File: config.mk
export PLATFORM = sky130hd
export DESIGN_NAME = bmp_stream_pixel_decoder_top
export DESIGN_NICKNAME = d
export VERILOG_FILES = /design/src/bmp_pkg.sv /design/src/bmp_stream_pixel_decoder_top.sv
export SDC_FILE = /design/constraint.sdc
export NUM_CORES = 1
export LEC_CHECK = 0
export ABC_CLOCK_PERIOD_IN_PS = 9100
export CORE_MARGIN = 2
export CORE_UTILIZATION = 40
export CTS_CLUSTER_SIZE = 12
export DETAILED_ROUTE_END_ITERATION = 6
export DONT_BUFFER_PORTS = 1
export PLACE_DENSITY = 0.61
export SYNTH_ARGS = -nofsm -noshare
export SYNTH_HDL_FRONTEND = slang
export SYNTH_SLANG_ARGS = --single-unit
File: constraint.sdc
create_clock -name aclk -period 9.1 [get_ports aclk]
set_input_delay 0.91 -clock aclk [delete_from_list [all_inputs] [get_ports aclk]]
set_output_delay 0.91 -clock aclk [all_outputs]
set_load 0.01 [all_outputs]
File: src/bmp_pkg.sv
package bmp_pkg;

    // Default size limit for image width and height magnitude.
    localparam int MAX_DIM_DEF = 2048;

    // Widths fixed by the stream format.
    localparam int BYTE_W   = 8;
    localparam int ORIGIN_W = 13;
    localparam int PIX_W    = 14;
    localparam int COLOR_W  = 32;
    localparam int STATUS_W = 2;
    localparam int OFF_W    = 6;
    localparam int WORD_W   = 32;

    // Configuration register indexes.
    localparam logic [0:0] REG_X_ORIGIN = 1'd0;
    localparam logic [0:0] REG_Y_ORIGIN = 1'd1;

    // Header layout: offsets are those of the last byte of each field.
    localparam logic [OFF_W-1:0] OFF_MAGIC_END  = 6'h01;
    localparam logic [OFF_W-1:0] OFF_WIDTH_END  = 6'h15;
    localparam logic [OFF_W-1:0] OFF_HEIGHT_END = 6'h19;
    localparam logic [OFF_W-1:0] OFF_DEPTH_END  = 6'h1d;
    localparam logic [OFF_W-1:0] OFF_HEADER_END = 6'h35;

    localparam logic [BYTE_W-1:0] MAGIC_B = 8'h42;
    localparam logic [BYTE_W-1:0] MAGIC_M = 8'h4d;

    localparam logic [15:0] DEPTH_24 = 16'd24;
    localparam logic [15:0] DEPTH_32 = 16'd32;

    typedef enum logic [1:0] {
        PH_IDLE   = 2'd0,
        PH_HEADER = 2'd1,
        PH_PIXELS = 2'd2,
        PH_PAD    = 2'd3
    } phase_t;

    typedef enum logic [STATUS_W-1:0] {
        ST_PIXEL     = 2'd0,
        ST_NOT_BMP   = 2'd1,
        ST_BAD_DEPTH = 2'd2,
        ST_OVERSIZE  = 2'd3
    } status_t;

endpackage

File: src/bmp_stream_pixel_decoder_top.sv
// Streaming BMP decoder for 24- and 32-bit images. File bytes arrive one per word on the
// slave side, with tuser set on the byte at file offset zero, which restarts the parse at
// any time. The header is checked for the "BM" magic, a depth of 24 or 32 and a width and
// height magnitude of at most MAX_DIM; a failure is reported once as a word with a nonzero
// status and tlast set, and further bytes are dropped until the next first byte. An image
// with zero width or height produces nothing. Each pixel leaves as one word with its ARGB
// color (alpha zero for 24-bit data) and its screen position, column plus x origin and
// height minus (row plus y origin), both wrapped to 14 bits; tlast marks the final pixel.
// Row padding of 24-bit images is skipped. The decoder takes one byte every cycle unless
// stalled; a result appears in the cycle after the byte that completes it, in a single
// output register; only its downstream stall holds off input. There is no clearing pass.
module bmp_stream_pixel_decoder_top #(
    parameter int MAX_DIM = bmp_pkg::MAX_DIM_DEF
) (
    input  logic                          aclk,
    input  logic                          aresetn,
    // Configuration writes.
    input  logic                          cfg_valid,
    output logic                          cfg_ready,
    input  logic [0:0]                    cfg_addr,
    input  logic [bmp_pkg::ORIGIN_W-1:0]  cfg_data,
    // Input bytes.
    input  logic                          s_tvalid,
    output logic                          s_tready,
    input  logic [7:0]                    s_tdata,  // [7:0] data_byte
    input  logic                          s_tuser,  // [0] first
    // Results.
    output logic                          m_tvalid,
    input  logic                          m_tready,
    output logic [63:0]                   m_tdata,  // [13:0] pixel_x, [27:14] pixel_y,
                                                    // [59:28] color, [63:60] zero
    output logic [bmp_pkg::STATUS_W-1:0]  m_tuser,  // [1:0] status
    output logic                          m_tlast   // last
);
    import bmp_pkg::*;

    localparam int DIM_W = $clog2(MAX_DIM + 1);
    localparam logic [WORD_W-1:0] MAX_WORD = WORD_W'(MAX_DIM);

    // Configuration.
    logic signed [ORIGIN_W-1:0] x_origin_reg, y_origin_reg;

    // Parser state.
    phase_t              phase_reg, phase_next;
    logic [OFF_W-1:0]    off_reg, off_next;
    logic [23:0]         hdr_reg, hdr_next;
    logic [DIM_W-1:0]    width_reg, width_next;
    logic                width_over_reg, width_over_next;
    logic                width_zero_reg, width_zero_next;
    logic [DIM_W-1:0]    hmag_reg, hmag_next;
    logic [PIX_W-1:0]    hlow_reg, hlow_next;
    logic                height_over_reg, height_over_next;
    logic                height_zero_reg, height_zero_next;
    logic                alpha_reg, alpha_next;
    logic [DIM_W-1:0]    col_reg, col_next;
    logic [DIM_W-1:0]    row_reg, row_next;
    logic [1:0]          bip_reg, bip_next;
    logic [1:0]          pad_reg, pad_next;
    logic [BYTE_W-1:0]   c0_reg, c0_next, c1_reg, c1_next, c2_reg, c2_next;

    // Result register.
    logic                m_valid_reg, m_valid_next;
    logic [PIX_W-1:0]    px_reg, px_next, py_reg, py_next;
    logic [COLOR_W-1:0]  color_reg, color_next;
    status_t             status_reg, status_next;
    logic                last_reg, last_next;

    logic                accept, emit;
    phase_t              cur_phase;
    logic [OFF_W-1:0]    cur_off;
    logic [23:0]         cur_hdr;
    logic [BYTE_W-1:0]   b;
    logic [WORD_W-1:0]   word, hmag_full;
    logic [15:0]         depth;
    logic [DIM_W-1:0]    col_inc, row_inc;
    logic [PIX_W-1:0]    px, py;

    assign cfg_ready = 1'b1;
    assign s_tready  = !m_valid_reg || m_tready;
    assign accept    = s_tvalid && s_tready;
    assign b         = s_tdata;

    // A first byte restarts the header parse from offset zero.
    assign cur_phase = s_tuser ? PH_HEADER : phase_reg;
    assign cur_off   = s_tuser ? '0 : off_reg;
    assign cur_hdr   = s_tuser ? '0 : hdr_reg;

    assign word      = {b, cur_hdr};
    assign depth     = {b, cur_hdr[23:16]};
    assign hmag_full = word[WORD_W-1] ? (WORD_W'(0) - word) : word;
    assign col_inc   = col_reg + DIM_W'(1);
    assign row_inc   = row_reg + DIM_W'(1);
    assign px = PIX_W'(col_reg) + PIX_W'(x_origin_reg);
    assign py = hlow_reg - (PIX_W'(row_reg) + PIX_W'(y_origin_reg));

    always_comb begin
        phase_next       = phase_reg;
        off_next         = off_reg;
        hdr_next         = hdr_reg;
        width_next       = width_reg;
        width_over_next  = width_over_reg;
        width_zero_next  = width_zero_reg;
        hmag_next        = hmag_reg;
        hlow_next        = hlow_reg;
        height_over_next = height_over_reg;
        height_zero_next = height_zero_reg;
        alpha_next       = alpha_reg;
        col_next         = col_reg;
        row_next         = row_reg;
        bip_next         = bip_reg;
        pad_next         = pad_reg;
        c0_next          = c0_reg;
        c1_next          = c1_reg;
        c2_next          = c2_reg;
        emit             = 1'b0;
        status_next      = status_reg;
        px_next          = px_reg;
        py_next          = py_reg;
        color_next       = color_reg;
        last_next        = last_reg;

        if (accept) begin
            if (s_tuser) begin
                phase_next = PH_HEADER;
                off_next   = '0;
                hdr_next   = '0;
                col_next   = '0;
                row_next   = '0;
                bip_next   = '0;
                pad_next   = '0;
            end
            unique case (cur_phase)
                PH_HEADER: begin
                    hdr_next = word[WORD_W-1:8];
                    off_next = cur_off + OFF_W'(1);
                    unique case (cur_off)
                        OFF_MAGIC_END: begin
                            if (cur_hdr[23:16] != MAGIC_B || b != MAGIC_M) begin
                                emit        = 1'b1;
                                status_next = ST_NOT_BMP;
                            end
                        end
                        OFF_WIDTH_END: begin
                            width_next      = word[DIM_W-1:0];
                            width_over_next = word > MAX_WORD;
                            width_zero_next = word == '0;
                        end
                        OFF_HEIGHT_END: begin
                            hmag_next        = hmag_full[DIM_W-1:0];
                            hlow_next        = word[PIX_W-1:0];
                            height_over_next = hmag_full > MAX_WORD;
                            height_zero_next = word == '0;
                        end
                        OFF_DEPTH_END: begin
                            alpha_next = depth == DEPTH_32;
                            if (depth != DEPTH_24 && depth != DEPTH_32) begin
                                emit        = 1'b1;
                                status_next = ST_BAD_DEPTH;
                            end else if (width_over_reg || height_over_reg) begin
                                emit        = 1'b1;
                                status_next = ST_OVERSIZE;
                            end else if (width_zero_reg || height_zero_reg) begin
                                phase_next = PH_IDLE;
                            end
                        end
                        OFF_HEADER_END: begin
                            phase_next = PH_PIXELS;
                            col_next   = '0;
                            row_next   = '0;
                            bip_next   = '0;
                        end
                        default: begin
                        end
                    endcase
                    if (emit) begin
                        phase_next = PH_IDLE;
                        px_next    = '0;
                        py_next    = '0;
                        color_next = '0;
                        last_next  = 1'b1;
                    end
                end
                PH_PAD: begin
                    pad_next = pad_reg - 2'd1;
                    if (pad_reg == 2'd1) begin
                        phase_next = PH_PIXELS;
                    end
                end
                PH_PIXELS: begin
                    case (bip_reg)
                        2'd0:    c0_next = b;
                        2'd1:    c1_next = b;
                        2'd2:    c2_next = b;
                        default: begin
                        end
                    endcase
                    if (bip_reg < {1'b1, alpha_reg}) begin
                        bip_next = bip_reg + 2'd1;
                    end else begin
                        // Last byte of the pixel: alpha for 32-bit, red for 24-bit.
                        emit        = 1'b1;
                        status_next = ST_PIXEL;
                        px_next     = px;
                        py_next     = py;
                        color_next  = alpha_reg ? {b, c2_reg, c1_reg, c0_reg}
                                                : {8'h00, b, c1_reg, c0_reg};
                        last_next   = 1'b0;
                        bip_next    = '0;
                        col_next    = col_inc;
                        if (col_inc == width_reg) begin
                            col_next = '0;
                            if (row_inc == hmag_reg) begin
                                last_next  = 1'b1;
                                phase_next = PH_IDLE;
                            end else begin
                                row_next = row_inc;
                                if (!alpha_reg && width_reg[1:0] != 2'd0) begin
                                    pad_next   = width_reg[1:0];
                                    phase_next = PH_PAD;
                                end
                            end
                        end
                    end
                end
                PH_IDLE: begin
                end
                default: begin
                end
            endcase
        end

        m_valid_next = m_valid_reg;
        if (s_tready) begin
            m_valid_next = accept && emit;
        end
    end

    always_ff @(posedge aclk) begin
        if (!aresetn) begin
            x_origin_reg <= '0;
            y_origin_reg <= '0;
            phase_reg    <= PH_IDLE;
            m_valid_reg  <= 1'b0;
        end else begin
            if (cfg_valid && cfg_ready) begin
                unique case (cfg_addr)
                    REG_X_ORIGIN: x_origin_reg <= cfg_data;
                    REG_Y_ORIGIN: y_origin_reg <= cfg_data;
                    default: begin
                    end
                endcase
            end
            phase_reg   <= phase_next;
            m_valid_reg <= m_valid_next;
        end
    end

    always_ff @(posedge aclk) begin
        off_reg         <= off_next;
        hdr_reg         <= hdr_next;
        width_reg       <= width_next;
        width_over_reg  <= width_over_next;
        width_zero_reg  <= width_zero_next;
        hmag_reg        <= hmag_next;
        hlow_reg        <= hlow_next;
        height_over_reg <= height_over_next;
        height_zero_reg <= height_zero_next;
        alpha_reg       <= alpha_next;
        col_reg         <= col_next;
        row_reg         <= row_next;
        bip_reg         <= bip_next;
        pad_reg         <= pad_next;
        c0_reg          <= c0_next;
        c1_reg          <= c1_next;
        c2_reg          <= c2_next;
        status_reg      <= status_next;
        px_reg          <= px_next;
        py_reg          <= py_next;
        color_reg       <= color_next;
        last_reg        <= last_next;
    end

    assign m_tvalid = m_valid_reg;
    assign m_tdata  = {4'h0, color_reg, py_reg, px_reg};
    assign m_tuser  = status_reg;
    assign m_tlast  = last_reg;

endmodule
==> results of run 1 <==
-- worst max-delay path, cell delays in order --
cell	delay, ps
sky130_fd_sc_hd__clkinv_1	550
sky130_fd_sc_hd__nand2_1	350
sky130_fd_sc_hd__ha_1	310
sky130_fd_sc_hd__nor2_1	90
sky130_fd_sc_hd__xnor2_1	140
sky130_fd_sc_hd__nor4b_1	270
sky130_fd_sc_hd__nand3_1	120
sky130_fd_sc_hd__or4_1	420
sky130_fd_sc_hd__o41ai_1	380
sky130_fd_sc_hd__nand4_1	140
sky130_fd_sc_hd__or4_1	520
-- cell type report --
| cell class | count | area, sq um | share of cell area [%] |
|---|---|---|---|
| clock buffer | 33 | 686 | 5.14 |
| clock inverter | 9 | 66.3 | 0.497 |
| inverter | 59 | 221 | 1.66 |
| multi-input combinational | 837 | 5630 | 42.2 |
| sequential | 216 | 6200 | 46.4 |
| tap | 396 | 495 | 3.71 |
| timing repair buffer | 7 | 52.6 | 0.394 |
-- cell usage after synthesis (5+ instances only) --
master	number	area share (%)
sky130_fd_sc_hd__a21boi_0	29	1.8
sky130_fd_sc_hd__nand4_1	10	0.51
sky130_fd_sc_hd__nor3_1	31	1.3
sky130_fd_sc_hd__and2_1	35	1.8
sky130_fd_sc_hd__or4_1	8	0.49
sky130_fd_sc_hd__fa_1	13	2.1
sky130_fd_sc_hd__and3_1	17	0.86
sky130_fd_sc_hd__mux2_2	7	0.64
sky130_fd_sc_hd__buf_2	8	0.33
sky130_fd_sc_hd__buf_4	6	0.37
sky130_fd_sc_hd__or3_1	8	0.41
sky130_fd_sc_hd__nor4_1	12	0.61
sky130_fd_sc_hd__o211ai_1	10	0.61
sky130_fd_sc_hd__nor2_1	73	2.2
sky130_fd_sc_hd__ha_1	41	4.2
sky130_fd_sc_hd__nor2b_1	36	1.8
sky130_fd_sc_hd__nor3b_1	7	0.43
sky130_fd_sc_hd__o21a_1	5	0.31
sky130_fd_sc_hd__a21oi_1	46	1.9
sky130_fd_sc_hd__nand2b_1	10	0.51
sky130_fd_sc_hd__xor2_1	26	1.9
sky130_fd_sc_hd__nand3_1	28	1.1
sky130_fd_sc_hd__dfxtp_1	29	4.7
sky130_fd_sc_hd__a31oi_1	12	0.61
sky130_fd_sc_hd__clkbuf_1	47	1.4
sky130_fd_sc_hd__o41ai_1	10	0.71
sky130_fd_sc_hd__mux2i_1	25	2.0
sky130_fd_sc_hd__edfxtp_1	187	46
sky130_fd_sc_hd__a22o_1	6	0.43
sky130_fd_sc_hd__a21o_1	13	0.79
sky130_fd_sc_hd__inv_1	56	1.7
sky130_fd_sc_hd__xnor2_1	33	2.3
sky130_fd_sc_hd__o21ai_0	58	2.4
sky130_fd_sc_hd__o31ai_1	15	0.92
sky130_fd_sc_hd__nand2_1	130	4.0
-- layout by cell type, fill, tap and decap left out, types with 8 or more instances in the layout --
cell	count
sky130_fd_sc_hd__nand2_1	130
sky130_fd_sc_hd__xor2_1	26
sky130_fd_sc_hd__nor2_1	73
sky130_fd_sc_hd__inv_1	55
sky130_fd_sc_hd__nor4_1	11
sky130_fd_sc_hd__nor2b_1	36
sky130_fd_sc_hd__nor3_1	31
sky130_fd_sc_hd__nand2b_1	10
sky130_fd_sc_hd__o211ai_1	10
sky130_fd_sc_hd__and2_1	35
sky130_fd_sc_hd__xnor2_1	33
sky130_fd_sc_hd__a31oi_1	12
sky130_fd_sc_hd__a21oi_1	45
sky130_fd_sc_hd__clkbuf_16	25
sky130_fd_sc_hd__mux2i_1	25
sky130_fd_sc_hd__o31ai_1	15
sky130_fd_sc_hd__fa_1	13
sky130_fd_sc_hd__o21ai_0	58
sky130_fd_sc_hd__dfxtp_1	29
sky130_fd_sc_hd__o41ai_1	10
sky130_fd_sc_hd__and3_1	17
sky130_fd_sc_hd__a21o_1	13
sky130_fd_sc_hd__nand3_1	28
sky130_fd_sc_hd__or4_1	8
sky130_fd_sc_hd__edfxtp_1	187
sky130_fd_sc_hd__a21boi_0	29
sky130_fd_sc_hd__ha_1	40
sky130_fd_sc_hd__or3_1	8
sky130_fd_sc_hd__nand4_1	10
-- path summary, 6_finish.rpt --
kind / slack [ps] / endpoint / cells past startpoint / startpoint
worst max register to register: 5430 / row_reg[11]$_DFFE_PP_ / 9 / col_reg[2]$_DFFE_PP_
worst min-delay path: 460 / y_origin_reg[2]$_SDFFE_PN0P_ / 2 / y_origin_reg[2]$_SDFFE_PN0P_
worst min register to register: 460 / y_origin_reg[2]$_SDFFE_PN0P_ / 2 / y_origin_reg[2]$_SDFFE_PN0P_
worst max-delay path: 5120 / height_over_reg$_DFFE_PP_ / 11 / s_tuser
-- power by group through the flow --
stage	registers, mW	clock network [mW]	logic, mW
finish	1.16	0.931	0.255
global route	1.16	0.993	0.289
CTS	1.16	0.955	0.255
detailed placement	1.18	0	0.253
global placement	1.18	0	0.249
floorplan	1.15	0	0.224
-- per-stage QoR --
| stage | total power [mW] | std cells | area, sq um |
|---|---|---|---|
| 3_5_place_dp | 1.43 | 1515 | 12600 |
| 4_1_cts | 2.37 | 1557 | 13300 |
| 5_1_grt | 2.45 | 1557 | 13300 |
| 6_report | 2.35 | 1557 | 13300 |
| 2_1_floorplan | 1.38 | 1178 | 12300 |
| 3_3_place_gp | 1.43 | 1515 | 12600 |
-- routing by layer --
metal	part of all wire [%]	wire (um)	vias to the layer above	track usage, %
met2	46	13700	267	29.1
met1	47	13800	4141	26.8
met4	1.5	448	0	4.27
met3	5.3	1580	37	2.41
li1	-	-	4211	-
met5	0	0	-	0
-- cells by family after synthesis --
kind of cell / count (synthesis)
DFF: 216
and+or+nand+nor: 434
adders and majority gates: 54
buffers and inverters: 125
AOI/OAI and AO/OA: 252
muxes: 32
other: 2
xor gates and xnor gates: 60
==> flow_summary.json, run 1 <==
{
  "outcome": "finished, final reports clean",
  "cts.reportedPaths.clkPinSlew_ps": 60,
  "min_period_over_period_pct": 43.8,
  "rsz_0062_raised_after_global_routing": "false",
  "drtPass1Iterations": 5,
  "synth.area.mux_share_pct": 2.68,
  "cts.repair.resized": 0,
  "share_clk_of_total_power_pct": 39.7,
  "average_instance_area_after_synthesis_sq_um": 10.5,
  "finalSetupViolations": 0,
  "via_count_of_the_first_global_routing_pass": 8241,
  "dpl_worst_slack_ps": 4680,
  "mapped_area_sq_mm": 0.0123,
  "p_int_mw": 1.77,
  "gp_congestion": 0.944,
  "track_usage_pct": 18.4,
  "yosys.area_share.xor_xnor_pct": 4.38,
  "postCtsSetupRepairBufs": 0,
  "period_minus_slack_ps": 3980,
  "ctsRootBufferMaster": "sky130_fd_sc_hd__clkbuf_16",
  "drc": 0,
  "worstPathArrival_ps": 4240,
  "crit_path_start_kind": "input pin",
  "yosys.area_share.adder_pct": 6.29,
  "hold_fix_buffers_at_cts": 0,
  "synth_top_family_by_area": "simple AND/OR/NAND/NOR gates",
  "maxSlewViolCount": 0,
  "detail_route.wirelength_um": 29500,
  "layout.filler_cells": 2869,
  "initial_antenna_violation_count": 0,
  "floorplan.die_area_sq_mm": 0.0322,
  "clock_skew_ps": 20.2,
  "yosys_most_used_dff": "sky130_fd_sc_hd__edfxtp_1",
  "combPwrFrac_pct": 10.9,
  "grt_start_max_net_pins": 78,
  "max_cap_violations": 0,
  "clock_tree.htree_level_count": 1,
  "synth-compound-area-share_pct": 13.8,
  "ys_types": 83,
  "wl_per_cell_um": 18.9,
  "worstPathMaxFanout": 64,
  "clkLatencyLatePin_ps": 510,
  "post_synth_and_or_nand_nor_area_fraction_pct": 18.3,
  "irDropWorstVdd_v": 0.000120,
  "detailed_place_hpwl_um": 20600,
  "leakage_nw": 4.81,
  "grt.overflow.total": 0,
  "final_nets": 1227,
  "ys_seq_elements": 216,
  "coreArea_sq_mm": 0.0304,
  "rows": 64,
  "crit_required_ps": 9360,
  "cts_buffer_depth": 3,
  "io_buffers": 0,
  "finalHoldViolations": 0,
  "setup_tns_ps": 0,
  "maxSlewHeadroom_pct": 23.0,
  "ant_nets": 0,
  "setup_slack_ps": 5120,
  "tightestPinTransition_ps": 1150,
  "dr_total_vias": 8656,
  "hold_ws_ps": 464,
  "switching_power_of_the_nets_mw": 0.577,
  "drt_iter0_markers": 744,
  "die_width_um": 179,
  "power_per_cell_area_mw_per_mm2": 176,
  "ioPinCount": 98,
  "layout-area-overhead-vs-synth_pct": 8.52,
  "pwr-share-seq_pct": 49.4,
  "path_class_of_the_lowest_slack_min_delay_path": "reg -> reg",
  "drive_gt1_share_pct": 6.46,
  "power_switching_share_pct": 24.6,
  "clock.fmax_mhz": 251,
  "dieHeight_um": 179,
  "diodes": 0,
  "tritoncts_buffer_count": 24,
  "initial_core_util_pct": 40.4,
  "finalCoreUtilization_pct": 43.9,
  "largest_reg_flops": 32,
  "tritoncts": "built",
  "worstSetupPathType": "in -> reg",
  "synth-warning-count": 0,
  "cts.sink_count": 216,
  "crit_path_end_kind": "register",
  "syn_inst": 1175,
  "drt-vias-per-instance": 5.56,
  "grt_pass1_wl_um": 46900,
  "postSynth.asyncResetShare_pct": 0,
  "synth_edf_count": 187,
  "synth-seq-area-share_pct": 50.4
}
(Power assumes the default switching activity.)
==> run 2, diff against run 1 <==
- ABC_AREA: default -> 1
- ABC_CLOCK_PERIOD_IN_PS: 9100 -> 3750
- clock period: 9.1 -> 3.75 ns (I/O delays scaled with it)
==> run 2 against run 1 <==
Net effect:
- design area increased by 5.1%
- non-clock buffer count is 22 higher
- flip-flop and latch count stayed put
- clock power rose to 2.7 times the previous value
- highest routed layer unchanged
==> flow_summary.json, run 2 <==
{
  "outcome": "finished, final reports clean",
  "initial_antenna_violation_count": 0,
  "synth-seq-area-share_pct": 49.6,
  "most_frequent_cells_in_the_layout": "sky130_fd_sc_hd__nand2_1 (333), sky130_fd_sc_hd__inv_1 (188), sky130_fd_sc_hd__edfxtp_1 (187), sky130_fd_sc_hd__nor2_1 (142), sky130_fd_sc_hd__nand3_1 (116)",
  "yosys_most_used_dff": "sky130_fd_sc_hd__edfxtp_1",
  "drt_iter0_markers": 825,
  "hold_ws_ps": 11.6,
  "leakage_nw": 5.90,
  "synth_largest_area_cell": "sky130_fd_sc_hd__edfxtp_1",
  "via_count_of_the_first_global_routing_pass": 9633,
  "rows": 64,
  "tritoncts_buffer_count": 25,
  "dr_total_vias": 9995,
  "ys_seq_elements": 216,
  "layout-area-overhead-vs-synth_pct": 12.4,
  "cts_buffer_depth": 3,
  "track_usage_pct": 19.8,
  "worstPathMaxFanout": 16,
  "drc": 0,
  "power_per_cell_area_mw_per_mm2": 438,
  "grt_pass1_wl_um": 52200,
  "grt_start_max_net_pins": 62,
  "clock.fmax_mhz": 315,
  "timing.reg2reg.setup_slack_ps": 580,
  "period_minus_slack_ps": 3170,
  "synth_edf_count": 187,
  "clkLatencyLatePin_ps": 530,
  "diodes": 0,
  "drtPass1Iterations": 7,
  "ioPinCount": 98,
  "largest_reg_flops": 32,
  "clock_tree.htree_level_count": 1,
  "detailed_place_hpwl_um": 23800,
  "rsz_0062_raised_after_global_routing": "false",
  "syn_inst": 1461,
  "finalCoreUtilization_pct": 45.7,
  "cts.sink_count": 216,
  "finalHoldViolations": 0,
  "ctsRootBufferMaster": "sky130_fd_sc_hd__clkbuf_16",
  "coreArea_sq_mm": 0.0307,
  "p_total_mw": 6.14,
  "worstPathArrival_ps": 3460,
  "average_instance_area_after_synthesis_sq_um": 8.54,
  "synth-warning-count": 0,
  "cts.reportedPaths.clkPinSlew_ps": 60,
  "final_nets": 1564,
  "placed_cell_area_sq_mm": 0.0130,
  "min_period_over_period_pct": 84.6,
  "tritoncts": "built",
  "synth.area.top_cells": "sky130_fd_sc_hd__edfxtp_1 (45%), sky130_fd_sc_hd__nand2_1 (10%), sky130_fd_sc_hd__inv_1 (5.8%)",
  "postSynth.asyncResetShare_pct": 0,
  "ant_nets": 0,
  "final-instance-count-excl-fill": 1894,
  "postCtsSetupRepairBufs": 0,
  "wl_per_cell_um": 17.3,
  "drive_gt1_share_pct": 7.74,
  "irDropWorstVdd_v": 0.000413,
  "dpl_worst_slack_ps": 650,
  "detail_route.wirelength_um": 32700,
  "io_buffers": 0,
  "clock_skew_ps": 8.34,
  "mapped_area_sq_mm": 0.0125,
  "finalSetupViolations": 0,
  "floorplan.die_area_sq_mm": 0.0326,
  "post_synth_most_frequent_cells": "sky130_fd_sc_hd__nand2_1 (337), sky130_fd_sc_hd__inv_1 (194), sky130_fd_sc_hd__edfxtp_1 (187), sky130_fd_sc_hd__nor2_1 (145), sky130_fd_sc_hd__nand3_1 (116)",
  "dieHeight_um": 181,
  "die_width_um": 181,
  "drt-vias-per-instance": 5.28,
  "maxSlewViolCount": 0,
  "design_area_sq_mm": 0.0140,
  "yosys.cell_count.top_type": "sky130_fd_sc_hd__nand2_1",
  "path_class_of_the_lowest_slack_min_delay_path": "in -> reg",
  "ys_types": 49,
  "layout.filler_cells": 3007,
  "max_cap_violations": 0,
  "crit_required_ps": 4040,
  "tightestPinTransition_ps": 950,
  "initial_core_util_pct": 40.7,
  "setup_slack_ps": 578,
  "maxSlewHeadroom_pct": 35.0,
  "crit_path_end_kind": "register",
  "mostFrequentLayoutCell": "sky130_fd_sc_hd__nand2_1",
  "worstSetupPathType": "reg -> reg",
  "gp_congestion": 0.891,
  "setup_tns_ps": 0,
  "synthDominantCellAreaShare_pct": 45.0,
  "cell_count_after_placement": 1830,
  "grt.overflow.total": 0,
  "crit_path_start_kind": "register"
}
run 2: metal layers:
metal / vias up / GRT usage, % / routed length [um]
li1: 4921 / - / -
met5: - / 0 / 0
met2: 335 / 32.8 / 15400
met4: 0 / 5.26 / 864
met3: 54 / 3.64 / 2260
met1: 4685 / 26.8 / 14200
run 2: critical path, cell delays in order (launching register included):
cell and delay [ps]:
sky130_fd_sc_hd__edfxtp_1 530, sky130_fd_sc_hd__ha_1 350, sky130_fd_sc_hd__nand3_1 130, sky130_fd_sc_hd__inv_2 70, sky130_fd_sc_hd__nand2_1 100, sky130_fd_sc_hd__clkinv_1 80, sky130_fd_sc_hd__nand3_1 90, sky130_fd_sc_hd__nand2_1 70
sky130_fd_sc_hd__nand2_1 70, sky130_fd_sc_hd__nand2_1 50, sky130_fd_sc_hd__nor2_1 110, sky130_fd_sc_hd__nand2_2 100, sky130_fd_sc_hd__nor2_8 250, sky130_fd_sc_hd__nand2_2 230, sky130_fd_sc_hd__nor2_2 410, sky130_fd_sc_hd__nand2_1 120
sky130_fd_sc_hd__nand3_1 100, sky130_fd_sc_hd__nand2_1 50
run 2: worst paths after layout:
path | cells after the start | start | endpoint
hold reg to reg | 2 | phase_reg[1]$_SDFFE_PN0P_ | phase_reg[1]$_SDFFE_PN0P_
setup / recovery | 17 | col_reg[0]$_DFFE_PP_ | row_reg[9]$_DFFE_PP_
hold / removal | 2 | aresetn | y_origin_reg[7]$_SDFFE_PN0P_
setup reg to reg | 17 | col_reg[0]$_DFFE_PP_ | row_reg[9]$_DFFE_PP_
run 2: where the power goes:
part / switching (mW) / internal (mW)
Combinational: 0.551 / 0.258
Clock: 0.968 / 1.55
Sequential: 0.0837 / 2.73
Total: 1.60 / 4.54
run 2: layout make-up:
cell class / count / area (sq um) / share of cell area (%)
Clock buffer: 33 / 676 / 4.82
Clock inverter: 10 / 175 / 1.25
Inverter: 205 / 797 / 5.68
Multi-Input combinational cell: 1005 / 5410 / 38.5
Sequential cell: 216 / 6200 / 44.2
Tap cell: 396 / 495 / 3.53
Timing Repair Buffer: 29 / 283 / 2.02
run 2: cells by family (layout without fill, tap and decap cells):
kind of cell               after synthesis  count (layout)  synth area share (%)
and+or+nand+nor                        683             683                  23.9
AOI/OAI and AO/OA                      234             234                  10.4
DFF                                    216             216                  49.6
other                                    2               5                0.0602
xor gates and xnor gates                29              29                  2.03
adders and majority gates               54              54                  6.19
buffers and inverters                  243             277                  7.79
run 2: what timing repair did:
action	4_1_cts	5_1_grt
hold endpoints to repair	46	0
resized for setup	0	0
hold buffers	21	0
endpoints found under the setup margin	0	0
==> run 3, diff against run 2 <==
- ABC_AREA: 1 -> 0
- ABC_CLOCK_PERIOD_IN_PS: 3750 -> 2900
- PLACE_DENSITY: 0.61 -> 0.63
- clock period: 3.75 -> 2.9 ns (I/O delays scaled with it)
==> run 3 against run 2 <==
Net effect:
- the run now ends with negative setup slack left
- sequential share of layout area fell by 4.8 points
- via count decreased by 3.0%
- count of clock-buffer cells in the layout unchanged
- design area increased by 12%
- largest power group unchanged
==> flow_summary.json, run 3 (synthesis gave the netlist of run 1 again) <==
{
  "timing.rr.end": "height_over_reg$_DFFE_PP_",
  "drive_gt1_share_pct": 26.5,
  "path_class_of_the_lowest_slack_min_delay_path": "in -> reg",
  "drt_iter0_markers": 764,
  "dieHeight_um": 179,
  "dpl_worst_slack_ps": -331,
  "worstPathMaxFanout": 4,
  "max_cap_violations": 0,
  "cts.sink_count": 216,
  "tritoncts_buffer_count": 25,
  "drtPass1Iterations": 5,
  "violations": "negative setup slack",
  "critical-path-top-cell-by-count": "sky130_fd_sc_hd__or4_1",
  "critical_path.cell_chain": "or4_4, or3_4, a21oi_4, nand2_2, o2bb2ai_2, o31ai_2, o311ai_1, or4_1, or4_1",
  "grt_start_max_net_pins": 57,
  "layout-area-overhead-vs-synth_pct": 27.9,
  "largest_reg_flops": 32,
  "gp_congestion": 0.860,
  "maxSlewViolCount": 0,
  "period_minus_slack_ps": 3170,
  "switching_power_of_the_nets_mw": 2.00,
  "setup_tns_ps": -1850,
  "crit_path_top_delay_cell": "sky130_fd_sc_hd__or4_4",
  "clock.fmax_mhz": 315,
  "ant_nets": 0,
  "leakage_nw": 6.00,
  "crit_path_end_kind": "register",
  "power_per_cell_area_mw_per_mm2": 487,
  "power_switching_share_pct": 26.1,
  "clkLatencyLatePin_ps": 520,
  "crit_path_start_kind": "register",
  "hold-path-cell-count": 1,
  "initial_antenna_violation_count": 1,
  "cell_count_after_placement": 1667,
  "io_buffers": 0,
  "tritoncts": "built",
  "wl_per_cell_um": 19.3,
  "grt_pass1_wl_um": 51100,
  "diodes": 0,
  "layout.filler_cells": 2680,
  "mostFrequentLayoutCell": "sky130_fd_sc_hd__edfxtp_1",
  "p_total_mw": 7.66,
  "finalCoreUtilization_pct": 51.7,
  "crit_required_ps": 3150,
  "ctsRootBufferMaster": "sky130_fd_sc_hd__clkbuf_16",
  "cts.reportedPaths.clkPinSlew_ps": 60,
  "placed_cell_area_sq_mm": 0.0138,
  "detail_route.wirelength_um": 34200,
  "final_nets": 1437,
  "combPwrFrac_pct": 16.3,
  "worstPathArrival_ps": 3430,
  "floorplan.die_area_sq_mm": 0.0322,
  "pwr-share-seq_pct": 46.7,
  "multi_input_comb_area_sq_mm": 0.00630,
  "outcome": "finished with violations",
  "timing.reg2reg.setup_slack_ps": -270,
  "detailed_place_hpwl_um": 23400,
  "tightestPinTransition_ps": 1090,
  "clock_skew_ps": 8.76,
  "hold_ws_ps": 25.0,
  "worst_r2r_start": "hdr_reg[5]$_DFFE_PP_",
  "finalSetupViolations": 19,
  "track_usage_pct": 20.4,
  "min_period_over_period_pct": 109,
  "irDropWorstVdd_v": 0.000491,
  "grt.overflow.total": 0,
  "die_width_um": 179,
  "design_area_sq_mm": 0.0157,
  "share_clk_of_total_power_pct": 36.9,
  "hold_end": "color_reg[24]$_SDFFCE_PN0P_",
  "p_int_mw": 5.66,
  "ioPinCount": 98,
  "coreArea_sq_mm": 0.0304,
  "via_count_of_the_first_global_routing_pass": 9146,
  "setup_slack_ps": -274,
  "drt-vias-per-instance": 5.49,
  "final-instance-count-excl-fill": 1768,
  "maxSlewHeadroom_pct": 27.2,
  "dr_total_vias": 9698,
  "worstSetupPathType": "reg -> reg",
  "most_frequent_cells_in_the_layout": "sky130_fd_sc_hd__edfxtp_1 (187), sky130_fd_sc_hd__buf_4 (168), sky130_fd_sc_hd__nand2_1 (127), sky130_fd_sc_hd__nor2_1 (64), sky130_fd_sc_hd__inv_1 (53)",
  "rows": 64,
  "r2r_cells": 9,
  "rsz_0062_raised_after_global_routing": "true",
  "layout.area.seq_sq_mm": 0.00620,
  "slowest_delay_ps": 590,
  "initial_core_util_pct": 40.4,
  "drc": 0,
  "clock_tree.htree_level_count": 1,
  "hp-start": "s_tdata[0]",
  "cts_buffer_depth": 3,
  "finalHoldViolations": 0
}
## run 3: cell count changes in the layout (fill, tap and decap cells not counted), moves of 34 or more
cell / change
sky130_fd_sc_hd__o21ai_0: -80
sky130_fd_sc_hd__buf_4: +161
sky130_fd_sc_hd__and2_1: +34
sky130_fd_sc_hd__nand3_1: -91
sky130_fd_sc_hd__nor2_1: -78
sky130_fd_sc_hd__a21oi_1: -45
sky130_fd_sc_hd__nand2_1: -206
sky130_fd_sc_hd__inv_1: -135
## run 3: repair_timing
item | 4_1_cts | 5_1_grt
setup endpoints to repair | 22 | 40
hold endpoints to repair | 83 | 0
pin swaps | 41 | 47
setup buffers | 21 | 14
hold buffers | 24 | 0
gates resized for setup | 72 | 96
## run 3: worst max-delay path, delay by kind of cell (launching register included)
kind             cells  cell delay, ps
AO/OA/AOI/OAI        4             530
flip-flops           1             410
AND/OR/NAND/NOR      5            1970
## run 3: worst max path at each step
stage	end	cells after the start	startpoint	slack [ps]
after global routing	row_reg[10]$_DFFE_PP_	12	col_reg[0]$_DFFE_PP_	-350
after global placement	height_over_reg$_DFFE_PP_	8	hdr_reg[7]$_DFFE_PP_	-290
final	height_over_reg$_DFFE_PP_	9	hdr_reg[5]$_DFFE_PP_	-270
after CTS	height_over_reg$_DFFE_PP_	9	hdr_reg[6]$_DFFE_PP_	-250
after floorplan	color_reg[0]$_SDFFCE_PN0P_	12	s_tuser	-540
after detailed placement	height_over_reg$_DFFE_PP_	8	hdr_reg[7]$_DFFE_PP_	-330
## run 3: final cells by class
type	instances	area share, %
flip-flops and latches	216	39.4
multi-input cells	837	40.1
clock inverters	11	0.310
clock buffers	33	4.23
repair buffers	216	11.4
inverters	59	1.43
well taps	396	3.15
## run 3: power groups by stage
stage          Sequential, mW  Clock (mW)  Combinational (mW)
5_1_grt                  3.59        3.03                1.37
6_report                 3.58        2.83                1.25
4_1_cts                  3.57        2.90                1.16
3_3_place_gp             3.63           0                1.02
3_5_place_dp             3.64           0                1.04
2_1_floorplan            3.62           0               0.728
## run 3: layer usage
metal  vias up  wire length (um)  GRT usage [%]
met3        70              2410           3.33
li1       4633                 -              -
met2       359             15700           32.1
met5         -                12              0
met4         2              1230           8.10
met1      4634             14800           28.2
